===== src/rtl/srle_pkg.sv =====
`timescale 1ns / 1ps
// Shared types, constants and helpers for the sprite run-length span decoder.
// Depends on nothing; every other file of the block refers to it by scoped names.

package srle_pkg;

    // Largest frame dimension honored; wider settings clip as this size.
    localparam int MAX_FRAME_DIM = 4096;

    localparam int DIM_W      = 13;
    localparam int ORIGIN_W   = 16;
    localparam int ROW_W      = 16;
    localparam int COL_W      = 17;
    localparam int ADDR_W     = 24;
    localparam int LEN_W      = 7;
    localparam int CFG_IDX_W  = 3;
    localparam int CFG_DATA_W = 16;

    localparam logic [COL_W-1:0] COLUMN_MAX = '1;
    localparam logic [ROW_W-1:0] ROW_MAX    = '1;

    // Configuration register indexes.
    localparam logic [CFG_IDX_W-1:0] REG_FRAME_WIDTH  = 3'd0;
    localparam logic [CFG_IDX_W-1:0] REG_FRAME_HEIGHT = 3'd1;
    localparam logic [CFG_IDX_W-1:0] REG_X_ORIGIN     = 3'd2;
    localparam logic [CFG_IDX_W-1:0] REG_Y_ORIGIN     = 3'd3;
    localparam logic [CFG_IDX_W-1:0] REG_ROW_LIMIT    = 3'd4;

    localparam logic [DIM_W-1:0] FRAME_WIDTH_RST  = 13'd640;
    localparam logic [DIM_W-1:0] FRAME_HEIGHT_RST = 13'd480;

    // Key byte codes of the encoded stream.
    localparam logic [7:0] KEY_ROW_END = 8'd0;
    localparam logic [7:0] KEY_SKIP    = 8'd1;

    typedef struct packed {
        logic [7:0] code_byte;
        logic       final_byte;
    } code_item_t;

    typedef struct packed {
        logic [ADDR_W-1:0] start_address;
        logic [LEN_W-1:0]  span_length;
        logic [7:0]        pixel_color;
    } span_item_t;

    typedef struct packed {
        logic [DIM_W-1:0]    frame_width;
        logic [DIM_W-1:0]    frame_height;
        logic [ORIGIN_W-1:0] x_origin;
        logic [ORIGIN_W-1:0] y_origin;
        logic [ROW_W-1:0]    row_limit;
    } cfg_t;

    // Row bookkeeping that the decoder hands to the row base tracker.
    typedef struct packed {
        logic fire;
        logic restart;
        logic row_inc;
    } row_ctrl_t;

    // Clamp a frame dimension to the largest supported size.
    function automatic logic [DIM_W-1:0] eff_dim(input logic [DIM_W-1:0] v);
        logic [DIM_W-1:0] r;
        if (int'(v) > MAX_FRAME_DIM)
        begin
            r = DIM_W'(MAX_FRAME_DIM);
        end
        else
        begin
            r = v;
        end
        return r;
    endfunction

endpackage


===== src/rtl/srle_in_stage.sv =====
`timescale 1ns / 1ps
// Input register of the span decoder: holds one accepted code byte request.
// Depends on srle_pkg for the code item type.

module srle_in_stage (
    input  logic                   clk,
    input  logic                   rst_n,
    input  logic                   code_valid,
    output logic                   code_stall,
    input  srle_pkg::code_item_t   code,
    input  logic                   cfg_write,
    input  logic                   fire,
    output logic                   s1_valid,
    output srle_pkg::code_item_t   s1_item
);

    logic                 valid_reg;
    logic                 valid_next;
    srle_pkg::code_item_t item_reg;
    logic                 take;

    // A configuration write holds off new bytes while cfg_write is high so the row
    // base register can pick up the new geometry first.
    assign code_stall = (valid_reg && !fire) || cfg_write;
    assign take       = code_valid && !code_stall;

    always_comb
    begin
        if (take)
        begin
            valid_next = 1'b1;
        end
        else if (fire)
        begin
            valid_next = 1'b0;
        end
        else
        begin
            valid_next = valid_reg;
        end
    end

    always_ff @(posedge clk or negedge rst_n)
    begin
        if (!rst_n)
        begin
            valid_reg <= 1'b0;
            item_reg  <= '0;
        end
        else
        begin
            valid_reg <= valid_next;
            if (take)
            begin
                item_reg <= code;
            end
        end
    end

    assign s1_valid = valid_reg;
    assign s1_item  = item_reg;

endmodule


===== src/rtl/srle_row_base.sv =====
`timescale 1ns / 1ps
// Row base address tracker: keeps (y_origin + row) * width modulo 2^24.
// Depends on srle_pkg for the configuration and row control types.

module srle_row_base (
    input  logic                                clk,
    input  logic                                rst_n,
    input  srle_pkg::cfg_t                      cfg,
    input  logic [srle_pkg::ROW_W-1:0]          row_count,
    input  srle_pkg::row_ctrl_t                 ctrl,
    output logic [srle_pkg::ADDR_W-1:0]         row_base
);

    localparam int PROD_W = srle_pkg::COL_W + srle_pkg::DIM_W;

    logic [srle_pkg::ADDR_W-1:0] base_reg;
    logic [srle_pkg::ADDR_W-1:0] base_next;
    logic [srle_pkg::DIM_W-1:0]  fw;
    logic [srle_pkg::ROW_W-1:0]  mul_row;
    logic [srle_pkg::COL_W-1:0]  y_sum;
    logic [PROD_W-1:0]           prod;

    assign fw      = srle_pkg::eff_dim(cfg.frame_width);
    assign mul_row = ctrl.restart ? '0 : row_count;
    assign y_sum   = srle_pkg::COL_W'(cfg.y_origin) + srle_pkg::COL_W'(mul_row);
    assign prod    = PROD_W'(y_sum) * PROD_W'(fw);

    // A non-final byte that advances the row steps the base by one width;
    // other ones hold it; else it is recomputed, following config writes.
    always_comb
    begin
        if (ctrl.fire && !ctrl.restart)
        begin
            if (ctrl.row_inc)
            begin
                base_next = base_reg + srle_pkg::ADDR_W'(fw);
            end
            else
            begin
                base_next = base_reg;
            end
        end
        else
        begin
            base_next = prod[srle_pkg::ADDR_W-1:0];
        end
    end

    always_ff @(posedge clk or negedge rst_n)
    begin
        if (!rst_n)
        begin
            base_reg <= '0;
        end
        else
        begin
            base_reg <= base_next;
        end
    end

    assign row_base = base_reg;

endmodule


===== src/rtl/srle_core.sv =====
`timescale 1ns / 1ps
// Decode stage and result register: walks the key/skip/literal/run phases,
// clips spans to the frame and registers one span request. Depends on srle_pkg.

module srle_core (
    input  logic                                clk,
    input  logic                                rst_n,
    input  srle_pkg::cfg_t                      cfg,
    input  logic                                s1_valid,
    input  srle_pkg::code_item_t                s1_item,
    input  logic [srle_pkg::ADDR_W-1:0]         row_base,
    output logic                                fire,
    output srle_pkg::row_ctrl_t                 row_ctrl,
    output logic [srle_pkg::ROW_W-1:0]          row_count,
    output logic                                span_valid,
    input  logic                                span_stall,
    output srle_pkg::span_item_t                span
);

    typedef enum logic [1:0] {
        PH_KEY,
        PH_SKIP,
        PH_LIT,
        PH_RUN
    } phase_t;

    localparam int FX_W = srle_pkg::COL_W + 1;

    phase_t                         phase_reg,   phase_next;
    logic [srle_pkg::ROW_W-1:0]     row_reg,     row_next;
    logic [srle_pkg::COL_W-1:0]     column_reg,  column_next;
    logic [srle_pkg::LEN_W-1:0]     pending_reg, pending_next;
    logic                           out_valid_reg, out_valid_next;
    srle_pkg::span_item_t           out_reg,     out_next;

    logic                           active;
    logic                           row_inc;
    logic                           emit;
    logic [7:0]                     b;
    logic [srle_pkg::DIM_W-1:0]     fw;
    logic [srle_pkg::DIM_W-1:0]     fh;
    logic [srle_pkg::COL_W-1:0]     fy;
    logic [FX_W-1:0]                fx;
    logic                           on_frame;
    logic [srle_pkg::DIM_W-1:0]     room;
    logic [srle_pkg::LEN_W-1:0]     req_len;
    logic [srle_pkg::LEN_W-1:0]     clip_len;
    logic [7:0]                     col_step;
    logic [FX_W-1:0]                col_sum;
    logic [srle_pkg::COL_W-1:0]     col_sat;

    assign fire   = s1_valid && (!out_valid_reg || !span_stall);
    assign b      = s1_item.code_byte;
    assign active = row_reg < cfg.row_limit;

    assign fw       = srle_pkg::eff_dim(cfg.frame_width);
    assign fh       = srle_pkg::eff_dim(cfg.frame_height);
    assign fy       = srle_pkg::COL_W'(cfg.y_origin) + srle_pkg::COL_W'(row_reg);
    assign fx       = FX_W'(cfg.x_origin) + FX_W'(column_reg);
    assign on_frame = (fy < srle_pkg::COL_W'(fh)) && (fx < FX_W'(fw));
    assign room     = fw - fx[srle_pkg::DIM_W-1:0];

    assign req_len  = (phase_reg == PH_LIT) ? srle_pkg::LEN_W'(1) : pending_reg;
    assign clip_len = (srle_pkg::DIM_W'(req_len) > room) ?
                      room[srle_pkg::LEN_W-1:0] : req_len;

    always_comb
    begin
        case (phase_reg)
            PH_SKIP: col_step = b;
            PH_LIT:  col_step = 8'd1;
            PH_RUN:  col_step = 8'(pending_reg);
            default: col_step = 8'd0;
        endcase
    end

    assign col_sum = FX_W'(column_reg) + FX_W'(col_step);
    assign col_sat = (col_sum > FX_W'(srle_pkg::COLUMN_MAX)) ?
                     srle_pkg::COLUMN_MAX : col_sum[srle_pkg::COL_W-1:0];

    assign row_inc = fire && active && (phase_reg == PH_KEY)
                     && (b == srle_pkg::KEY_ROW_END)
                     && (row_reg != srle_pkg::ROW_MAX);

    always_comb
    begin
        phase_next   = phase_reg;
        row_next     = row_reg;
        column_next  = column_reg;
        pending_next = pending_reg;
        emit         = 1'b0;

        if (fire && active)
        begin
            case (phase_reg)
                PH_KEY:
                begin
                    if (b == srle_pkg::KEY_ROW_END)
                    begin
                        if (row_inc)
                        begin
                            row_next = row_reg + srle_pkg::ROW_W'(1);
                        end
                        column_next = '0;
                    end
                    else if (b == srle_pkg::KEY_SKIP)
                    begin
                        phase_next = PH_SKIP;
                    end
                    else
                    begin
                        pending_next = b[7:1];
                        phase_next   = b[0] ? PH_LIT : PH_RUN;
                    end
                end
                PH_SKIP:
                begin
                    column_next = col_sat;
                    phase_next  = PH_KEY;
                end
                PH_LIT:
                begin
                    emit        = on_frame;
                    column_next = col_sat;
                    if (pending_reg <= srle_pkg::LEN_W'(1))
                    begin
                        pending_next = '0;
                        phase_next   = PH_KEY;
                    end
                    else
                    begin
                        pending_next = pending_reg - srle_pkg::LEN_W'(1);
                    end
                end
                default:
                begin
                    emit         = on_frame;
                    column_next  = col_sat;
                    pending_next = '0;
                    phase_next   = PH_KEY;
                end
            endcase
        end

        // The last byte of a sub-image sends the decoder back to its start.
        if (fire && s1_item.final_byte)
        begin
            phase_next   = PH_KEY;
            row_next     = '0;
            column_next  = '0;
            pending_next = '0;
        end
    end

    always_comb
    begin
        out_next.start_address = row_base + srle_pkg::ADDR_W'(fx);
        out_next.span_length   = clip_len;
        out_next.pixel_color   = b;
        out_valid_next         = fire ? emit : (out_valid_reg && span_stall);
    end

    always_ff @(posedge clk or negedge rst_n)
    begin
        if (!rst_n)
        begin
            phase_reg     <= PH_KEY;
            row_reg       <= '0;
            column_reg    <= '0;
            pending_reg   <= '0;
            out_valid_reg <= 1'b0;
            out_reg       <= '0;
        end
        else
        begin
            phase_reg     <= phase_next;
            row_reg       <= row_next;
            column_reg    <= column_next;
            pending_reg   <= pending_next;
            out_valid_reg <= out_valid_next;
            if (fire && emit)
            begin
                out_reg <= out_next;
            end
        end
    end

    assign row_ctrl.fire    = fire;
    assign row_ctrl.restart = fire && s1_item.final_byte;
    assign row_ctrl.row_inc = row_inc;
    assign row_count        = row_reg;
    assign span_valid       = out_valid_reg;
    assign span             = out_reg;

    // Literal and run phases always have bytes or pixels still owed.
    a_pending_live: assert property (@(posedge clk) disable iff (!rst_n)
        (phase_reg == PH_LIT || phase_reg == PH_RUN) |-> (pending_reg != '0))
        else $error("literal or run phase with nothing pending");

    // A span never carries zero pixels.
    a_span_nonempty: assert property (@(posedge clk) disable iff (!rst_n)
        out_valid_reg |-> (out_reg.span_length != '0))
        else $error("empty span request");

    // The final byte of a sub-image leaves the decoder at its start.
    a_final_restart: assert property (@(posedge clk) disable iff (!rst_n)
        (fire && s1_item.final_byte) |=>
        (phase_reg == PH_KEY && row_reg == '0 && column_reg == '0))
        else $error("decoder not restarted after final byte");

endmodule


===== src/rtl/sprite_rle_span_decoder.sv =====
`timescale 1ns / 1ps
// Top level of the sprite run-length span decoder: configuration registers and
// the input, decode and row base stages. Depends on srle_pkg and the srle_* modules.
//
// Usage:
//   The code channel (code_valid, code_stall, code) takes one byte of the
//   run-length stream per request; code.final_byte marks the last byte of a
//   sub-image, after which the decoder returns to row zero, column zero.
//   The span channel (span_valid, span_stall, span) delivers at most one
//   clipped frame-buffer span request per byte.
//   A byte accepted into the input register is decoded into the result
//   register, from which its span can be taken. Throughput is one byte per
//   cycle while span_stall and cfg_write stay low; each byte's work is one
//   pass through the decode logic between the input register and the result
//   register, with the row base address kept in a register of its own so no
//   multiplier sits in that path.
//   A configuration write (cfg_write, cfg_index, cfg_data) raises code_stall
//   in its own cycle; writes are meant for idle periods between streams.
//   When the receiver holds span_stall, the result register keeps its span,
//   the byte waiting in the input register holds, and code_stall rises.
//   Reset loads the register defaults (width 640, height 480, origins and
//   row limit zero) and puts the decoder at the start of a sub-image; there
//   is no clearing pass. With a row limit of zero every byte is dropped.

module sprite_rle_span_decoder (
    input  logic                                clk,
    input  logic                                rst_n,
    input  logic                                code_valid,
    output logic                                code_stall,
    input  srle_pkg::code_item_t                code,
    output logic                                span_valid,
    input  logic                                span_stall,
    output srle_pkg::span_item_t                span,
    input  logic                                cfg_write,
    input  logic [srle_pkg::CFG_IDX_W-1:0]      cfg_index,
    input  logic [srle_pkg::CFG_DATA_W-1:0]     cfg_data
);

    srle_pkg::cfg_t              cfg_reg;
    srle_pkg::code_item_t        s1_item;
    srle_pkg::row_ctrl_t         row_ctrl;
    logic                        s1_valid;
    logic                        fire;
    logic [srle_pkg::ROW_W-1:0]  row_count;
    logic [srle_pkg::ADDR_W-1:0] row_base;

    // Configuration registers. Writes to an index past the list are ignored.
    always_ff @(posedge clk or negedge rst_n)
    begin
        if (!rst_n)
        begin
            cfg_reg.frame_width  <= srle_pkg::FRAME_WIDTH_RST;
            cfg_reg.frame_height <= srle_pkg::FRAME_HEIGHT_RST;
            cfg_reg.x_origin     <= '0;
            cfg_reg.y_origin     <= '0;
            cfg_reg.row_limit    <= '0;
        end
        else if (cfg_write)
        begin
            case (cfg_index)
                srle_pkg::REG_FRAME_WIDTH:
                    cfg_reg.frame_width  <= cfg_data[srle_pkg::DIM_W-1:0];
                srle_pkg::REG_FRAME_HEIGHT:
                    cfg_reg.frame_height <= cfg_data[srle_pkg::DIM_W-1:0];
                srle_pkg::REG_X_ORIGIN:
                    cfg_reg.x_origin     <= cfg_data;
                srle_pkg::REG_Y_ORIGIN:
                    cfg_reg.y_origin     <= cfg_data;
                srle_pkg::REG_ROW_LIMIT:
                    cfg_reg.row_limit    <= cfg_data;
                default:
                    cfg_reg <= cfg_reg;
            endcase
        end
    end

    // Input register; it frees up whenever the decode stage fires.
    srle_in_stage u_in_stage (
        .clk        (clk),
        .rst_n      (rst_n),
        .code_valid (code_valid),
        .code_stall (code_stall),
        .code       (code),
        .cfg_write  (cfg_write),
        .fire       (fire),
        .s1_valid   (s1_valid),
        .s1_item    (s1_item)
    );

    // Decoder state, clipping and the span result register.
    srle_core u_core (
        .clk        (clk),
        .rst_n      (rst_n),
        .cfg        (cfg_reg),
        .s1_valid   (s1_valid),
        .s1_item    (s1_item),
        .row_base   (row_base),
        .fire       (fire),
        .row_ctrl   (row_ctrl),
        .row_count  (row_count),
        .span_valid (span_valid),
        .span_stall (span_stall),
        .span       (span)
    );

    // Frame address of column zero of the current row.
    srle_row_base u_row_base (
        .clk       (clk),
        .rst_n     (rst_n),
        .cfg       (cfg_reg),
        .row_count (row_count),
        .ctrl      (row_ctrl),
        .row_base  (row_base)
    );

endmodule


===== config.mk =====
export PLATFORM = sky130hd
export DESIGN_NAME = sprite_rle_span_decoder
export DESIGN_NICKNAME = d
export VERILOG_FILES = /design/src/rtl/srle_pkg.sv /design/src/rtl/srle_in_stage.sv /design/src/rtl/srle_row_base.sv /design/src/rtl/srle_core.sv /design/src/rtl/sprite_rle_span_decoder.sv
export SDC_FILE = /design/constraint.sdc
export NUM_CORES = 1
export LEC_CHECK = 0
export ABC_CLOCK_PERIOD_IN_PS = 8750
export BUFFER_PORTS_ARGS = -buffer_cell sky130_fd_sc_hd__buf_2
export CELL_PAD_IN_SITES_DETAIL_PLACEMENT = 1
export CELL_PAD_IN_SITES_GLOBAL_PLACEMENT = 2
export CORE_ASPECT_RATIO = 0.8
export CORE_UTILIZATION = 37
export DETAILED_ROUTE_END_ITERATION = 8
export GPL_ROUTABILITY_DRIVEN = 1
export GPL_TIMING_DRIVEN = 0
export HOLD_SLACK_MARGIN = 0.05
export PLACE_DENSITY = 0.76
export SLEW_MARGIN = 20
export SYNTH_ARGS = -nofsm -noshare
export SYNTH_HDL_FRONTEND = slang
export SYNTH_HIERARCHICAL = 1
export SYNTH_SLANG_ARGS = --single-unit

===== constraint.sdc =====
create_clock -name clk -period 8.75 [get_ports clk]
set_input_delay 1.3125 -clock clk [delete_from_list [all_inputs] [get_ports clk]]
set_output_delay 1.3125 -clock clk [all_outputs]
set_load 0.02 [all_outputs]

Word-level counts from Yosys, hierarchy flattened
Index checks and enable logic that the tools add are counted.

$add $sub $neg: 9. $mul: 1. $lt $le $gt $ge: 8. Equality and inequality tests: 15. Multiplexer cells: 36. Reduce and logical (&&, ||, !) cells: 37.

Operator list (number): 2-to-1 mux 16 bit (6); 2-to-1 mux 17 bit (5); 2-to-1 mux 7 bit (7); 2-to-1 mux 24 bit (2); adder 16 x 16 -> 17 bit (2); greater-than comparator 13 bit (second input constant) (2); 2-to-1 mux 13 bit (2); adder 24 x 13 -> 24 bit (1); adder 24 x 18 -> 24 bit (1); multiplier 17 x 13 -> 24 bit (1); case mux 8 bit (3 select lines) (1); case mux 7 bit (3 select lines) (1); adder 16 x 17 -> 18 bit (1); adder 17 x 8 -> 18 bit (1); greater-than comparator 18 x 17 -> 1 bit (second input constant) (1); < comparator 18 x 13 -> 1 bit (1); < comparator 17 x 13 -> 1 bit (1); adder 16 x 1 -> 16 bit (second input constant) (1); < comparator 16 bit (1); inequality test 16 bit (second input constant) (1); greater-than comparator 7 x 13 -> 1 bit (1); subtractor 13 bit (1); logical AND 1 bit (12); inequality test 3 x 2 -> 1 bit (second input constant) (4); 23 further kinds (49).

Register bits: 190. Input bits: 33. Output and inout port bits: 41. Word-level logic and storage cells: 123.

Logic depth before layout (Yosys ltp)
Gate-level depths: netlist of run 1.

Word-level depth: 12. Gate-level depth with buffers: 37. Gate-level depth less buffers: 34.

Hierarchy
Netlist of run 1, hierarchy kept.

Modules (own cells, without submodules): srle_row_base (times used 1, cells each 1049, area an instance 8750.9 sq um, sequential area each 600.6 sq um); srle_core (times used 1, cells each 982, area an instance 8433.1 sq um, sequential area each 2052.0 sq um); sprite_rle_span_decoder (times used 1, cells each 160, area an instance 2924.1 sq um, sequential area each 1859.3 sq um); srle_in_stage (times used 1, cells each 25, area an instance 439.2 sq um, sequential area each 250.2 sq um).

Worst setup path before layout of run 1
OpenSTA, ideal clock, no wires.

Path type: input -> register. Start: input span_stall. End: register u_row_base.base_reg (netlist bit u_row_base/row_base[23]). Library setup time: 0.137 ns. Arrival: 9.253 ns. Required time: 8.613 ns. Path slack: -0.641 ns. Stages on the path: 36. Path buffers: 3. Cells stage by stage: nand2_1 > and3_1 > clkbuf_1 > clkbuf_1 > clkbuf_1 > nor2b_1 > fa_1 > a211oi_1 > nor2_1 > o21a_1 > nor2_1 > o21bai_1 > a21o_1 > xnor2_1 > nor2_1 > fa_1 > inv_1 > fa_1 > inv_1 > fa_1 > fa_1 > inv_1 > fa_1 > inv_1 > ha_1 > o21a_1 > o21a_1 > a31oi_1 > a211oi_1 > o41ai_1 > o21ai_1 > o21a_1 > o21ai_0 > nand2b_1 > xnor3_1 > mux2i_1.

RTL lines: start: declaration (RTL line sprite_rle_span_decoder.sv:32) `input logic span_stall,`; end signal: assignment (RTL line srle_row_base.sv:57) `base_reg <= base_next;`; end: declaration (RTL line srle_row_base.sv:16) `logic [srle_pkg::ADDR_W-1:0] base_reg;`.

==> metrics.json, run 1 <==
{
  "grt_first_pass_wirelength": {"value": 102000, "unit": "µm"},
  "crit_path_start": {"value": "span_stall"},
  "floorplan.io_pins": {"value": 74},
  "synth_enable_flop_cells": {"value": 0},
  "critPathMaxStageDelay": {"value": 0.54, "unit": "ns"},
  "synth.mux.area_fraction": {"value": 8.76, "unit": "%"},
  "place_congestion": {"value": 0.872},
  "proportion_of_layout_cells_with_a_drive_suffix_above_1": {"value": 15.5, "unit": "%"},
  "placementRows": {"value": 76},
  "detail_route.wirelength": {"value": 64900, "unit": "µm"},
  "cell_types_with_the_largest_area_share_after_synthesis": {"value": "dfrtp_1 (22%), fa_1 (15%), ha_1 (12%)"},
  "multi_input_area": {"value": 15000, "unit": "µm²"},
  "cts_max_path_buffers": {"value": 2},
  "peakVddDrop": {"value": 0.000453, "unit": "V"},
  "place_hpwl": {"value": 51900, "unit": "µm"},
  "switching_power": {"value": 5.29, "unit": "mW"},
  "proportion_of_power_drawn_by_the_clock_network": {"value": 8.1, "unit": "%"},
  "design.core.area": {"value": 54300, "unit": "µm²"},
  "final.min_clock_period": {"value": 8.44, "unit": "ns"},
  "crit_path_start_kind": {"value": "input pin"},
  "remaining_drc_errors": {"value": 0},
  "cp_num_cells": {"value": 32},
  "crit-reg2reg-capture": {"value": "u_row_base/row_base[22]$_DFFE_PN0P_"},
  "synth_compound_gate_area_share": {"value": 12.8, "unit": "%"},
  "clock-root-buffer": {"value": "clkbuf_16"},
  "dominant_combinational_cell_family_by_area_after_synthesis": {"value": "adder cells"},
  "crit_fanout": {"value": 11},
  "globalRoute.totalOverflow": {"value": 0},
  "antenna_left": {"value": 0},
  "cellInternalPower": {"value": 4.87, "unit": "mW"},
  "hold_slack": {"value": 0.483, "unit": "ns"},
  "hold_path_class": {"value": "flip-flop to flip-flop"},
  "cpLargestDelayFamily": {"value": "adder cells"},
  "critical_path_buf_inv_count": {"value": 8},
  "clock_tree_from_tritoncts": {"value": "built"},
  "clk-insertion-delay-late": {"value": 0.51, "unit": "ns"},
  "synthesis.area": {"value": 20500, "unit": "µm²"},
  "critPathCapture": {"value": "u_row_base/row_base[22]$_DFFE_PN0P_"},
  "clkTransAtPathRegs": {"value": 0.08, "unit": "ns"},
  "insertedDiodeCount": {"value": 0},
  "internal_reg_to_reg_setup_slack": {"value": 0.79, "unit": "ns"},
  "syn-mean-instance-area": {"value": 9.27, "unit": "µm²"},
  "p_per_area": {"value": 433, "unit": "nW/µm²"},
  "initialDrtViolationCount": {"value": 835},
  "vias_in_the_first_global_route": {"value": 17300},
  "routed_via_density": {"value": 5.29},
  "worstPathRequired": {"value": 9.13, "unit": "ns"},
  "worstPathArrival": {"value": 8.82, "unit": "ns"},
  "htreeDepth": {"value": 4},
  "floorplan.die.height": {"value": 213, "unit": "µm"},
  "area.sequential": {"value": 4760, "unit": "µm²"},
  "synthToLayoutAreaGrowth": {"value": 14.1, "unit": "%"},
  "fill_cells": {"value": 6177},
  "report.final.hold_viol_count": {"value": 0},
  "power.sequential.fraction": {"value": 14.0, "unit": "%"},
  "design_power_total": {"value": 10.2, "unit": "mW"},
  "synth-adder-area-share": {"value": 27.7, "unit": "%"},
  "slowest_stage": {"value": "fa_1"},
  "floorplan.initialDensity": {"value": 37.8, "unit": "%"},
  "r2r.worst_path.cells": {"value": 31},
  "synth_seq_cells": {"value": 190},
  "p_leak": {"value": 11.4, "unit": "nW"},
  "synth_top_flop_cell": {"value": "dfrtp_1"},
  "post-route-period-util": {"value": 96.4, "unit": "%"},
  "postSynthCellCount": {"value": 2216},
  "clkSinkCount": {"value": 190},
  "yosys.area_share.xor_xnor": {"value": 5.98, "unit": "%"},
  "final_net_count": {"value": 2739},
  "slew-limit-headroom": {"value": 29.2, "unit": "%"},
  "worst-setup-path-type": {"value": "input pin to flip-flop"},
  "post-synth-top-area-cell": {"value": "dfrtp_1"},
  "unrepaired_setup_endpoints_after_global_routing": {"value": "no"},
  "cts_made_buffers": {"value": 17},
  "largest_register_ff_count": {"value": 74},
  "tightest_slew": {"value": 1.05, "unit": "ns"},
  "worst_r2r_startpoint": {"value": "u_core/span_valid$_DFF_PN0_"},
  "pin_count_of_the_biggest_net_entering_global_routing": {"value": 68},
  "place.port_buffers": {"value": 73},
  "postSynthNetCount": {"value": 2609},
  "grt_util_all_layers": {"value": 23.6, "unit": "%"},
  "post_synth_and_or_nand_nor_area_fraction": {"value": 14.8, "unit": "%"},
  "sw_frac_of_total": {"value": 52.1, "unit": "%"},
  "synth_cell_types": {"value": 94},
  "cap_viol_max_count": {"value": 0},
  "die_w": {"value": 265, "unit": "µm"},
  "antenna_found_initial": {"value": 0},
  "crit_path_frequent_cell": {"value": "fa_1"},
  "synth.yosys.seq_area_share": {"value": 23.2, "unit": "%"},
  "dieArea": {"value": 56500, "unit": "µm²"},
  "routedWlPerCell": {"value": 20.9, "unit": "µm"},
  "worst_setup_path_end_kind": {"value": "flip-flop"},
  "yosys_warn_count": {"value": 6},
  "final.setup_skew": {"value": 0.0175, "unit": "ns"},
  "synth-async-reset-ratio": {"value": 100, "unit": "%"},
  "synth_top_cell_area_share": {"value": 22.4, "unit": "%"},
  "share_comb_of_total_power": {"value": 77.9, "unit": "%"},
  "slew_viol_final": {"value": 0},
  "run_status": {"value": "complete, no violations"},
  "finalSetupViolations": {"value": 0},
  "via_count": {"value": 16400},
  "detailed_routing_iteration_count_for_the_pre_antenna_repair_pass": {"value": 5},
  "core_util_final": {"value": 43.2, "unit": "%"},
  "maxClockFrequency": {"value": 119, "unit": "MHz"}
}
[logic make-up after synthesis]
| kind of cell | count (synthesis) |
|---|---|
| multiplexers | 151 |
| AO/OA/AOI/OAI | 396 |
| XOR/XNOR | 137 |
| buffers and inverters | 352 |
| flip-flops | 190 |
| adder cells (fa/ha/maj) | 360 |
| AND/OR/NAND/NOR | 630 |
[layout make-up]
| cell class | count | share of cell area [%] |
|---|---|---|
| multi-input cells | 1674 | 63.8 |
| flip-flops and latches | 190 | 20.3 |
| inverters | 290 | 4.64 |
| well taps | 741 | 3.95 |
| repair buffers | 115 | 3.34 |
| clock buffers | 17 | 1.81 |
| plain buffers | 58 | 1.36 |
| clock inverters | 15 | 0.784 |
[stage by stage]
step	instances	cell area, µm²	worst slack (ns)	TNS [ns]
floorplan	2216	20600	0.00229	0
global placement	3030	21900	-1.71	-10.62
detailed placement	3033	22000	-1.89	-12.44
CTS	3084	23100	0.000852	0
global route	3100	23400	0.00176	0
finish	3100	23400	0.313	0
[cell usage in the layout, fill, tap and decap left out, types with 16 or more instances in the layout]
cell	instances
a211oi_1	21
a21o_1	44
a21oi_1	96
a31oi_1	16
and2_1	30
and3_1	17
buf_2	73
buf_4	45
clkbuf_1	38
clkbuf_16	18
dfrtp_1	184
fa_1	158
ha_1	188
inv_1	286
mux2_1	27
mux2_2	60
mux2_4	36
mux2i_1	28
nand2_1	209
nand2b_1	28
nand3_1	31
nor2_1	176
nor2b_1	41
nor3_1	26
o21a_1	24
o21ai_0	67
o21ai_1	20
o21bai_1	16
xnor2_1	70
xor2_1	46
[worst min path at each step]
stage                                            from                          end  slack (ns)  cells after the start
after floorplan               cfg_reg[48]$_DFFE_PN0P_      cfg_reg[48]$_DFFE_PN0P_        0.47                      1
after global placement    u_core/span[18]$_DFFE_PN0P_  u_core/span[18]$_DFFE_PN0P_        0.46                      1
after detailed placement  u_core/span[15]$_DFFE_PN0P_  u_core/span[15]$_DFFE_PN0P_        0.47                      1
after CTS                 u_core/span[29]$_DFFE_PN0P_  u_core/span[29]$_DFFE_PN0P_        0.49                      1
after global routing      u_core/span[36]$_DFFE_PN0P_  u_core/span[36]$_DFFE_PN0P_        0.50                      1
final                     u_core/span[26]$_DFFE_PN0P_  u_core/span[26]$_DFFE_PN0P_        0.48                      1
[routing by layer]
| layer | vias to the layer above | GRT usage (%) | part of all wire [%] |
|---|---|---|---|
| li1 | 7681 | - | - |
| met1 | 8422 | 34.6 | 50 |
| met2 | 252 | 36.8 | 45 |
| met3 | 58 | 3.15 | 3.2 |
| met4 | 0 | 5.08 | 1.6 |
| met5 | - | 0 | 0 |
[what timing repair did]
action / 4_1_cts / 5_1_grt
buffers inserted: 21 / 17
hold buffers: 0 / 0
gates cloned: 0 / 1
endpoints found under the setup margin: 9 / 6
gates resized for setup: 52 / 50
pin swaps: 18 / 49
[power by group through the flow]
| stage | registers [mW] | logic (mW) | clock network (mW) |
|---|---|---|---|
| floorplan | 1.42 | 5.10 | 0 |
| global placement | 1.42 | 6.86 | 0 |
| detailed placement | 1.44 | 7.08 | 0 |
| CTS | 1.42 | 7.52 | 0.858 |
| global route | 1.46 | 8.85 | 0.883 |
| finish | 1.42 | 7.91 | 0.824 |
[cell usage after synthesis, types with 31 or more instances]
cell type and n:
inv_1 290, a21oi_1 98, a21o_1 45, nor2b_1 42, dfrtp_1 184, mux2_2 60
xor2_1 56, nor2_1 185, clkbuf_1 43, ha_1 201, mux2_4 36, o21ai_0 71
xnor2_1 78, nand2_1 210, nand3_1 31, fa_1 159
Note: power is estimated with default switching activity, not from simulation.
==> run 2: changes to the inputs <==
--- a/config.mk
+++ b/config.mk
@@ -7,15 +7,15 @@
 export LEC_CHECK = 0
 export ABC_CLOCK_PERIOD_IN_PS = 8750
 export BUFFER_PORTS_ARGS = -buffer_cell sky130_fd_sc_hd__buf_2
-export CELL_PAD_IN_SITES_DETAIL_PLACEMENT = 1
-export CELL_PAD_IN_SITES_GLOBAL_PLACEMENT = 2
+export CELL_PAD_IN_SITES_DETAIL_PLACEMENT = 0
+export CELL_PAD_IN_SITES_GLOBAL_PLACEMENT = 1
 export CORE_ASPECT_RATIO = 0.8
-export CORE_UTILIZATION = 37
+export CORE_UTILIZATION = 46
 export DETAILED_ROUTE_END_ITERATION = 8
 export GPL_ROUTABILITY_DRIVEN = 1
 export GPL_TIMING_DRIVEN = 0
 export HOLD_SLACK_MARGIN = 0.05
-export PLACE_DENSITY = 0.76
+export PLACE_DENSITY = 0.77
 export SLEW_MARGIN = 20
 export SYNTH_ARGS = -nofsm -noshare
 export SYNTH_HDL_FRONTEND = slang
==> metrics.json, run 2 (synthesis gave the netlist of run 1 again) <==
{
  "clkSinkCount": {"value": 190, "change": "unchanged"},
  "cts_made_buffers": {"value": 17, "change": "unchanged"},
  "die_w": {"value": 238, "unit": "µm", "change": "-10%"},
  "crit_path_start_kind": {"value": "input pin"},
  "maxClockFrequency": {"value": 118, "unit": "MHz", "change": "-0.76%"},
  "htreeDepth": {"value": 4, "change": "unchanged"},
  "crit_path_frequent_cell": {"value": "fa_1"},
  "grt_util_all_layers": {"value": 25.2, "unit": "%", "change": "+1.6 points"},
  "globalRoute.totalOverflow": {"value": 0, "change": "unchanged"},
  "slowest_stage": {"value": "fa_1"},
  "floorplan.die.height": {"value": 191, "unit": "µm", "change": "-10%"},
  "final_net_count": {"value": 2738, "change": "-0.037%"},
  "place_congestion": {"value": 0.903, "change": "+3.5%"},
  "proportion_of_power_drawn_by_the_clock_network": {"value": 8.3, "unit": "%", "change": "+0.2 points"},
  "design.core.area": {"value": 43600, "unit": "µm²", "change": "-20%"},
  "clock_tree_from_tritoncts": {"value": "built"},
  "mostFrequentLayoutCells": {"value": "inv_1 (286), nand2_1 (209), ha_1 (188)"},
  "routedWlPerCell": {"value": 19.0, "unit": "µm", "change": "-9.1%"},
  "final.min_clock_period": {"value": 8.50, "unit": "ns", "change": "+0.0642 ns"},
  "power.sequential.fraction": {"value": 14.0, "unit": "%", "change": "about the same"},
  "routed_via_density": {"value": 5.48, "change": "+3.6%"},
  "peakVddDrop": {"value": 0.000482, "unit": "V", "change": "+6.3%"},
  "share_comb_of_total_power": {"value": 77.6, "unit": "%", "change": "-0.3 points"},
  "crit_fanout": {"value": 10, "change": "-1"},
  "antenna_found_initial": {"value": 2, "change": "+2"},
  "switching_power": {"value": 5.05, "unit": "mW", "change": "-4.6%"},
  "cellInternalPower": {"value": 4.95, "unit": "mW", "change": "+1.8%"},
  "crit_path_start": {"value": "span_stall"},
  "final.setup_skew": {"value": 0.0124, "unit": "ns", "change": "-0.00503 ns"},
  "cpLargestDelayFamily": {"value": "adder cells"},
  "grt_first_pass_wirelength": {"value": 88100, "unit": "µm", "change": "-13%"},
  "clk-insertion-delay-late": {"value": 0.46, "unit": "ns", "change": "-0.05 ns"},
  "worst_r2r_startpoint": {"value": "u_core/span_valid$_DFF_PN0_"},
  "slew-limit-headroom": {"value": 38.1, "unit": "%", "change": "+8.9 points"},
  "detail_route.wirelength": {"value": 56200, "unit": "µm", "change": "-13%"},
  "holdBufCountCts": {"value": 0, "change": "unchanged"},
  "hold_path.startpoint": {"value": "u_core/span[2]$_DFFE_PN0P_"},
  "detailed_routing_iteration_count_for_the_pre_antenna_repair_pass": {"value": 5, "change": "unchanged"},
  "remaining_drc_errors": {"value": 0, "change": "unchanged"},
  "clock-root-buffer": {"value": "clkbuf_16"},
  "floorplan.io_pins": {"value": 74, "change": "unchanged"},
  "critPathMaxStageDelay": {"value": 0.53, "unit": "ns", "change": "about the same"},
  "via_count": {"value": 16200, "change": "-1.3%"},
  "place_hpwl": {"value": 44900, "unit": "µm", "change": "-13%"},
  "fill_cells": {"value": 4036, "change": "-35%"},
  "pin_count_of_the_biggest_net_entering_global_routing": {"value": 71, "change": "+4.4%"},
  "run_status": {"value": "complete, no violations"},
  "finalSetupViolations": {"value": 0, "change": "unchanged"},
  "worstPathRequired": {"value": 9.08, "unit": "ns", "change": "-0.05 ns"},
  "p_per_area": {"value": 431, "unit": "nW/µm²", "change": "-0.44%"},
  "floorplan.initialDensity": {"value": 47.2, "unit": "%", "change": "+9.3 points"},
  "tightest_slew": {"value": 0.920, "unit": "ns", "change": "-0.132 ns"},
  "cts_max_path_buffers": {"value": 2, "change": "unchanged"},
  "dieArea": {"value": 45500, "unit": "µm²", "change": "-19%"},
  "worst_setup_path_end_kind": {"value": "flip-flop"},
  "cap_viol_max_count": {"value": 0, "change": "unchanged"},
  "clkTransAtPathRegs": {"value": 0.08, "unit": "ns", "change": "about the same"},
  "vias_in_the_first_global_route": {"value": 15700, "change": "-9.2%"},
  "proportion_of_layout_cells_with_a_drive_suffix_above_1": {"value": 15.6, "unit": "%", "change": "+0.091 points"},
  "layout.cells.most_common": {"value": "inv_1"},
  "critical_path_buf_inv_count": {"value": 8, "change": "unchanged"},
  "slew_viol_final": {"value": 0, "change": "unchanged"},
  "placementRows": {"value": 68, "change": "-11%"},
  "place.port_buffers": {"value": 73, "change": "unchanged"},
  "post-route-period-util": {"value": 97.2, "unit": "%", "change": "+0.73 points"},
  "worstPathArrival": {"value": 8.83, "unit": "ns", "change": "about the same"},
  "instances_no_fill": {"value": 2954, "change": "-4.7%"},
  "design_power_total": {"value": 10.0, "unit": "mW", "change": "-1.5%"},
  "largest_register_ff_count": {"value": 74, "change": "unchanged"},
  "synthToLayoutAreaGrowth": {"value": 12.9, "unit": "%"},
  "hold_path_class": {"value": "flip-flop to flip-flop"},
  "sw_frac_of_total": {"value": 50.5, "unit": "%", "change": "-1.6 points"},
  "placed_cell_count": {"value": 2887, "change": "-4.8%"},
  "antenna_left": {"value": 0, "change": "unchanged"},
  "p_leak": {"value": 11.4, "unit": "nW", "change": "-0.25%"},
  "worst-setup-path-type": {"value": "input pin to flip-flop"},
  "initialDrtViolationCount": {"value": 999, "change": "+20%"},
  "report.final.hold_viol_count": {"value": 0, "change": "unchanged"}
}
-- run 2: changes by cell type in the layout (fill, tap and decap cells not counted), sizes merged --
| cell | change |
|---|---|
| diode | +1 |
| clkinv | -1 |
| bufinv | +2 |
| buf | -1 |
| inv | -3 |
| clkinvlp | +2 |
-- run 2: cell type report --
cell class / count / area (µm²) / area share, %
Sequential cell: 190 / 4760 / 20.5
Buffer: 58 / 327 / 1.41
Timing Repair Buffer: 114 / 734 / 3.17
Tap cell: 595 / 744 / 3.21
Inverter: 290 / 1090 / 4.69
Clock buffer: 17 / 425 / 1.83
Antenna cell: 1 / 2.50 / 0.0108
Multi-Input combinational cell: 1674 / 14900 / 64.3
Clock inverter: 15 / 199 / 0.858
-- run 2: path summary, 6_finish.rpt --
path | to | cells past startpoint | slack [ns]
worst max-delay path | u_row_base/row_base[22]$_DFFE_PN0P_ | 34 | 0.25
worst min-delay path | u_core/span[2]$_DFFE_PN0P_ | 1 | 0.48
worst max register to register | u_row_base/row_base[22]$_DFFE_PN0P_ | 33 | 0.77
worst min register to register | u_core/span[2]$_DFFE_PN0P_ | 1 | 0.48
max in group asynchronous | cfg_reg[54]$_DFFE_PN1P_ | 3 | 6.85
min in group asynchronous | u_core/span[33]$_DFFE_PN0P_ | 1 | 0.78
-- run 2: power by group through the flow --
stage / combinational [mW] / sequential [mW] / clock (mW)
6_report: 7.77 / 1.40 / 0.832
5_1_grt: 8.72 / 1.44 / 0.888
4_1_cts: 7.25 / 1.40 / 0.856
3_5_place_dp: 6.83 / 1.42 / 0
3_3_place_gp: 6.69 / 1.41 / 0
2_1_floorplan: 5.10 / 1.42 / 0
-- run 2: repair_timing --
action,in CTS,in global routing
pin swaps,19,60
gates resized for setup,47,51
setup buffers,17,21
endpoints found under the setup margin,8,5
-- run 2: metrics by stage --
step	setup slack [ns]	cell area [µm²]	hold slack [ns]	setup TNS (ns)	utilization (%)
floorplan	0.00229	20600	0.471	0	-
global placement	-1.61	21700	0.463	-9.67	49.8
detailed placement	-1.70	21800	0.471	-10.19	50.0
CTS	0.00530	22800	0.488	0	52.4
global route	-0.00774	23200	0.498	-0.00774	53.2
finish	0.249	23200	0.483	0	53.2
-- run 2: metal layers --
metal	vias to the layer above	wire length, µm	GRT usage (%)
met5	-	0	0
met4	0	1010	6.11
met3	61	3260	4.55
met2	462	24500	37.7
met1	7976	27500	37.4
li1	7698	-	-
==> run 3: changes to the inputs <==
--- a/config.mk
+++ b/config.mk
@@ -7,15 +7,13 @@
 export LEC_CHECK = 0
 export ABC_CLOCK_PERIOD_IN_PS = 8750
 export BUFFER_PORTS_ARGS = -buffer_cell sky130_fd_sc_hd__buf_2
-export CELL_PAD_IN_SITES_DETAIL_PLACEMENT = 0
-export CELL_PAD_IN_SITES_GLOBAL_PLACEMENT = 1
 export CORE_ASPECT_RATIO = 0.8
-export CORE_UTILIZATION = 46
+export CORE_UTILIZATION = 58
 export DETAILED_ROUTE_END_ITERATION = 8
 export GPL_ROUTABILITY_DRIVEN = 1
 export GPL_TIMING_DRIVEN = 0
 export HOLD_SLACK_MARGIN = 0.05
-export PLACE_DENSITY = 0.77
+export PLACE_DENSITY = 0.76
 export SLEW_MARGIN = 20
 export SYNTH_ARGS = -nofsm -noshare
 export SYNTH_HDL_FRONTEND = slang
==> metrics.json, run 3 (synthesis gave the netlist of run 1 again) <==
{
  "detail_route.wirelength": {"value": 55100, "unit": "µm", "change": "-2.0%"},
  "maxClockFrequency": {"value": 117, "unit": "MHz", "change": "-0.81%"},
  "largest_register_ff_count": {"value": 74, "change": "unchanged"},
  "worst_r2r_startpoint": {"value": "u_core/span_valid$_DFF_PN0_"},
  "remaining_drc_errors": {"value": 1, "change": "+1"},
  "mostFrequentLayoutCells": {"value": "inv_1 (286), nand2_1 (208), ha_1 (194)"},
  "slew_viol_final": {"value": 0, "change": "unchanged"},
  "initialDrtViolationCount": {"value": 1573, "change": "+57%"},
  "clock_tree_from_tritoncts": {"value": "built"},
  "cts_max_path_buffers": {"value": 2, "change": "unchanged"},
  "place_congestion": {"value": 0.943, "change": "+4.5%"},
  "antenna_found_initial": {"value": 1, "change": "-1"},
  "final_net_count": {"value": 2725, "change": "-0.47%"},
  "area.sequential": {"value": 4760, "unit": "µm²", "change": "unchanged"},
  "antenna_left": {"value": 0, "change": "unchanged"},
  "clock-root-buffer": {"value": "clkbuf_16"},
  "design.core.area": {"value": 34800, "unit": "µm²", "change": "-20%"},
  "worst-setup-path-type": {"value": "input pin to flip-flop"},
  "worstPathRequired": {"value": 9.07, "unit": "ns", "change": "about the same"},
  "peakVddDrop": {"value": 0.000627, "unit": "V", "change": "+30%"},
  "p_leak": {"value": 11.3, "unit": "nW", "change": "-0.73%"},
  "core_util_final": {"value": 65.5, "unit": "%", "change": "+12 points"},
  "via_count": {"value": 16800, "change": "+4.0%"},
  "post-route-period-util": {"value": 97.9, "unit": "%", "change": "+0.79 points"},
  "dieArea": {"value": 36200, "unit": "µm²", "change": "-21%"},
  "accumulated_negative_setup_slack": {"value": 0, "unit": "ns", "change": "unchanged"},
  "design_power_total": {"value": 9.79, "unit": "mW", "change": "-2.2%"},
  "floorplan.initialDensity": {"value": 59.0, "unit": "%", "change": "+12 points"},
  "worstPathArrival": {"value": 8.89, "unit": "ns", "change": "+0.06 ns"},
  "grt_first_pass_wirelength": {"value": 88100, "unit": "µm", "change": "about the same"},
  "worst_setup_path_end_kind": {"value": "flip-flop"},
  "crit_fanout": {"value": 6, "change": "-4"},
  "crit_path_start_kind": {"value": "input pin"},
  "multi_input_area": {"value": 14800, "unit": "µm²", "change": "-0.40%"},
  "r2r.worst_path.cells": {"value": 34, "change": "+3.0%"},
  "final.min_clock_period": {"value": 8.57, "unit": "ns", "change": "+0.0690 ns"},
  "cpLargestDelayFamily": {"value": "adder cells"},
  "crit_path_start": {"value": "span_stall"},
  "hold_path.startpoint": {"value": "u_core/span[15]$_DFFE_PN0P_"},
  "place.port_buffers": {"value": 73, "change": "unchanged"},
  "slew-limit-headroom": {"value": 34.8, "unit": "%", "change": "-3.2 points"},
  "clk-insertion-delay-late": {"value": 0.46, "unit": "ns", "change": "about the same"},
  "vias_in_the_first_global_route": {"value": 16500, "change": "+5.3%"},
  "cts_made_buffers": {"value": 17, "change": "unchanged"},
  "dpl_worst_slack": {"value": -1.42, "unit": "ns", "change": "+0.280 ns"},
  "holdBufCountCts": {"value": 0, "change": "unchanged"},
  "synthToLayoutAreaGrowth": {"value": 11.0, "unit": "%"},
  "cp_num_cells": {"value": 35, "change": "+2.9%"},
  "hold_path_depth": {"value": 1, "change": "unchanged"},
  "grt_util_all_layers": {"value": 31.4, "unit": "%", "change": "+6.3 points"},
  "insertedDiodeCount": {"value": 0, "change": "-1"},
  "hold_path_class": {"value": "flip-flop to flip-flop"},
  "die_w": {"value": 212, "unit": "µm", "change": "-11%"},
  "pin_count_of_the_biggest_net_entering_global_routing": {"value": 70, "change": "-1.4%"},
  "tightest_slew": {"value": 0.968, "unit": "ns", "change": "+0.0480 ns"},
  "clkTransAtPathRegs": {"value": 0.07, "unit": "ns", "change": "about the same"},
  "place_hpwl": {"value": 43200, "unit": "µm", "change": "-3.8%"},
  "placementRows": {"value": 61, "change": "-10%"},
  "htreeDepth": {"value": 4, "change": "unchanged"},
  "final.setup_skew": {"value": 0.0113, "unit": "ns", "change": "-0.00111 ns"},
  "routed_via_density": {"value": 5.98, "change": "+9.0%"},
  "floorplan.die.height": {"value": 170, "unit": "µm", "change": "-11%"},
  "p_per_area": {"value": 429, "unit": "nW/µm²", "change": "-0.50%"},
  "finalSetupViolations": {"value": 0, "change": "unchanged"},
  "crit_path_frequent_cell": {"value": "fa_1"},
  "clkSinkCount": {"value": 190, "change": "unchanged"},
  "critical_path_buf_inv_count": {"value": 5, "change": "-3"},
  "routedWlPerCell": {"value": 19.6, "unit": "µm", "change": "+2.8%"},
  "run_status": {"value": "complete, but fails checks"},
  "slowest_stage": {"value": "fa_1"},
  "detailed_routing_iteration_count_for_the_pre_antenna_repair_pass": {"value": 8, "change": "+3"},
  "floorplan.io_pins": {"value": 74, "change": "unchanged"},
  "fill_cells": {"value": 2848, "change": "-29%"},
  "proportion_of_layout_cells_with_a_drive_suffix_above_1": {"value": 14.4, "unit": "%", "change": "-1.2 points"},
  "critPathMaxStageDelay": {"value": 0.53, "unit": "ns", "change": "about the same"},
  "failing_checks": {"value": "design-rule violations"},
  "cap_viol_max_count": {"value": 0, "change": "unchanged"},
  "layout.cells.most_common": {"value": "inv_1"},
  "globalRoute.totalOverflow": {"value": 0, "change": "unchanged"},
  "report.final.hold_viol_count": {"value": 0, "change": "unchanged"},
  "setup_slack": {"value": 0.180, "unit": "ns", "change": "-0.0690 ns"}
}
[run 3: path summary, 6_finish.rpt]
| kind | end | slack [ns] |
|---|---|---|
| min in group asynchronous | u_core/span[6]$_DFFE_PN0P_ | 0.76 |
| max in group asynchronous | cfg_reg[70]$_DFFE_PN1P_ | 7.22 |
| min | u_core/span[15]$_DFFE_PN0P_ | 0.48 |
| max reg2reg | u_row_base/row_base[23]$_DFFE_PN0P_ | 0.70 |
| max | u_row_base/row_base[23]$_DFFE_PN0P_ | 0.18 |
| min reg2reg | u_core/span[15]$_DFFE_PN0P_ | 0.48 |
[run 3: final cells by class]
type                       count  share of cell area (%)
multi-input combinational   1674                    65.1
sequential                   190                    20.9
inverter                     290                    4.77
timing repair buffer         102                    2.81
tap                          472                    2.59
clock buffer                  21                    2.02
buffer                        57                    1.34
clock inverter                11                   0.477
[run 3: metrics by stage]
| step | hold slack [ns] | instance area, µm² | std cells |
|---|---|---|---|
| 4_1_cts | 0.484 | 22600 | 2810 |
| 2_1_floorplan | 0.471 | 20600 | 2216 |
| 6_report | 0.479 | 22800 | 2817 |
| 5_1_grt | 0.501 | 22800 | 2817 |
| 3_3_place_gp | 0.462 | 21600 | 2761 |
| 3_5_place_dp | 0.469 | 21600 | 2763 |
[run 3: timing repair]
item	CTS	global route
endpoints found under the setup margin	7	5
gates resized for setup	40	41
buffers inserted	18	8
pin swaps	23	40
hold endpoints to repair	0	0
[run 3: layer usage]
| layer | global-route usage [%] | up-vias | part of all wire, % |
|---|---|---|---|
| met1 | 44.3 | 8237 | 43 |
| met3 | 6.13 | 121 | 8.9 |
| met2 | 49.2 | 823 | 46 |
| li1 | - | 7656 | - |
| met4 | 8.76 | 0 | 2.2 |
| met5 | 0 | - | 0 |
[run 3: report_power, final]
part           total [mW]  switching, mW  leakage (nW)  internal [mW]
logic                7.60           4.40          8.61           3.20
registers            1.41          0.252          2.40           1.16
clock network       0.775          0.363         0.272          0.411
total                9.79           5.02          11.3           4.77
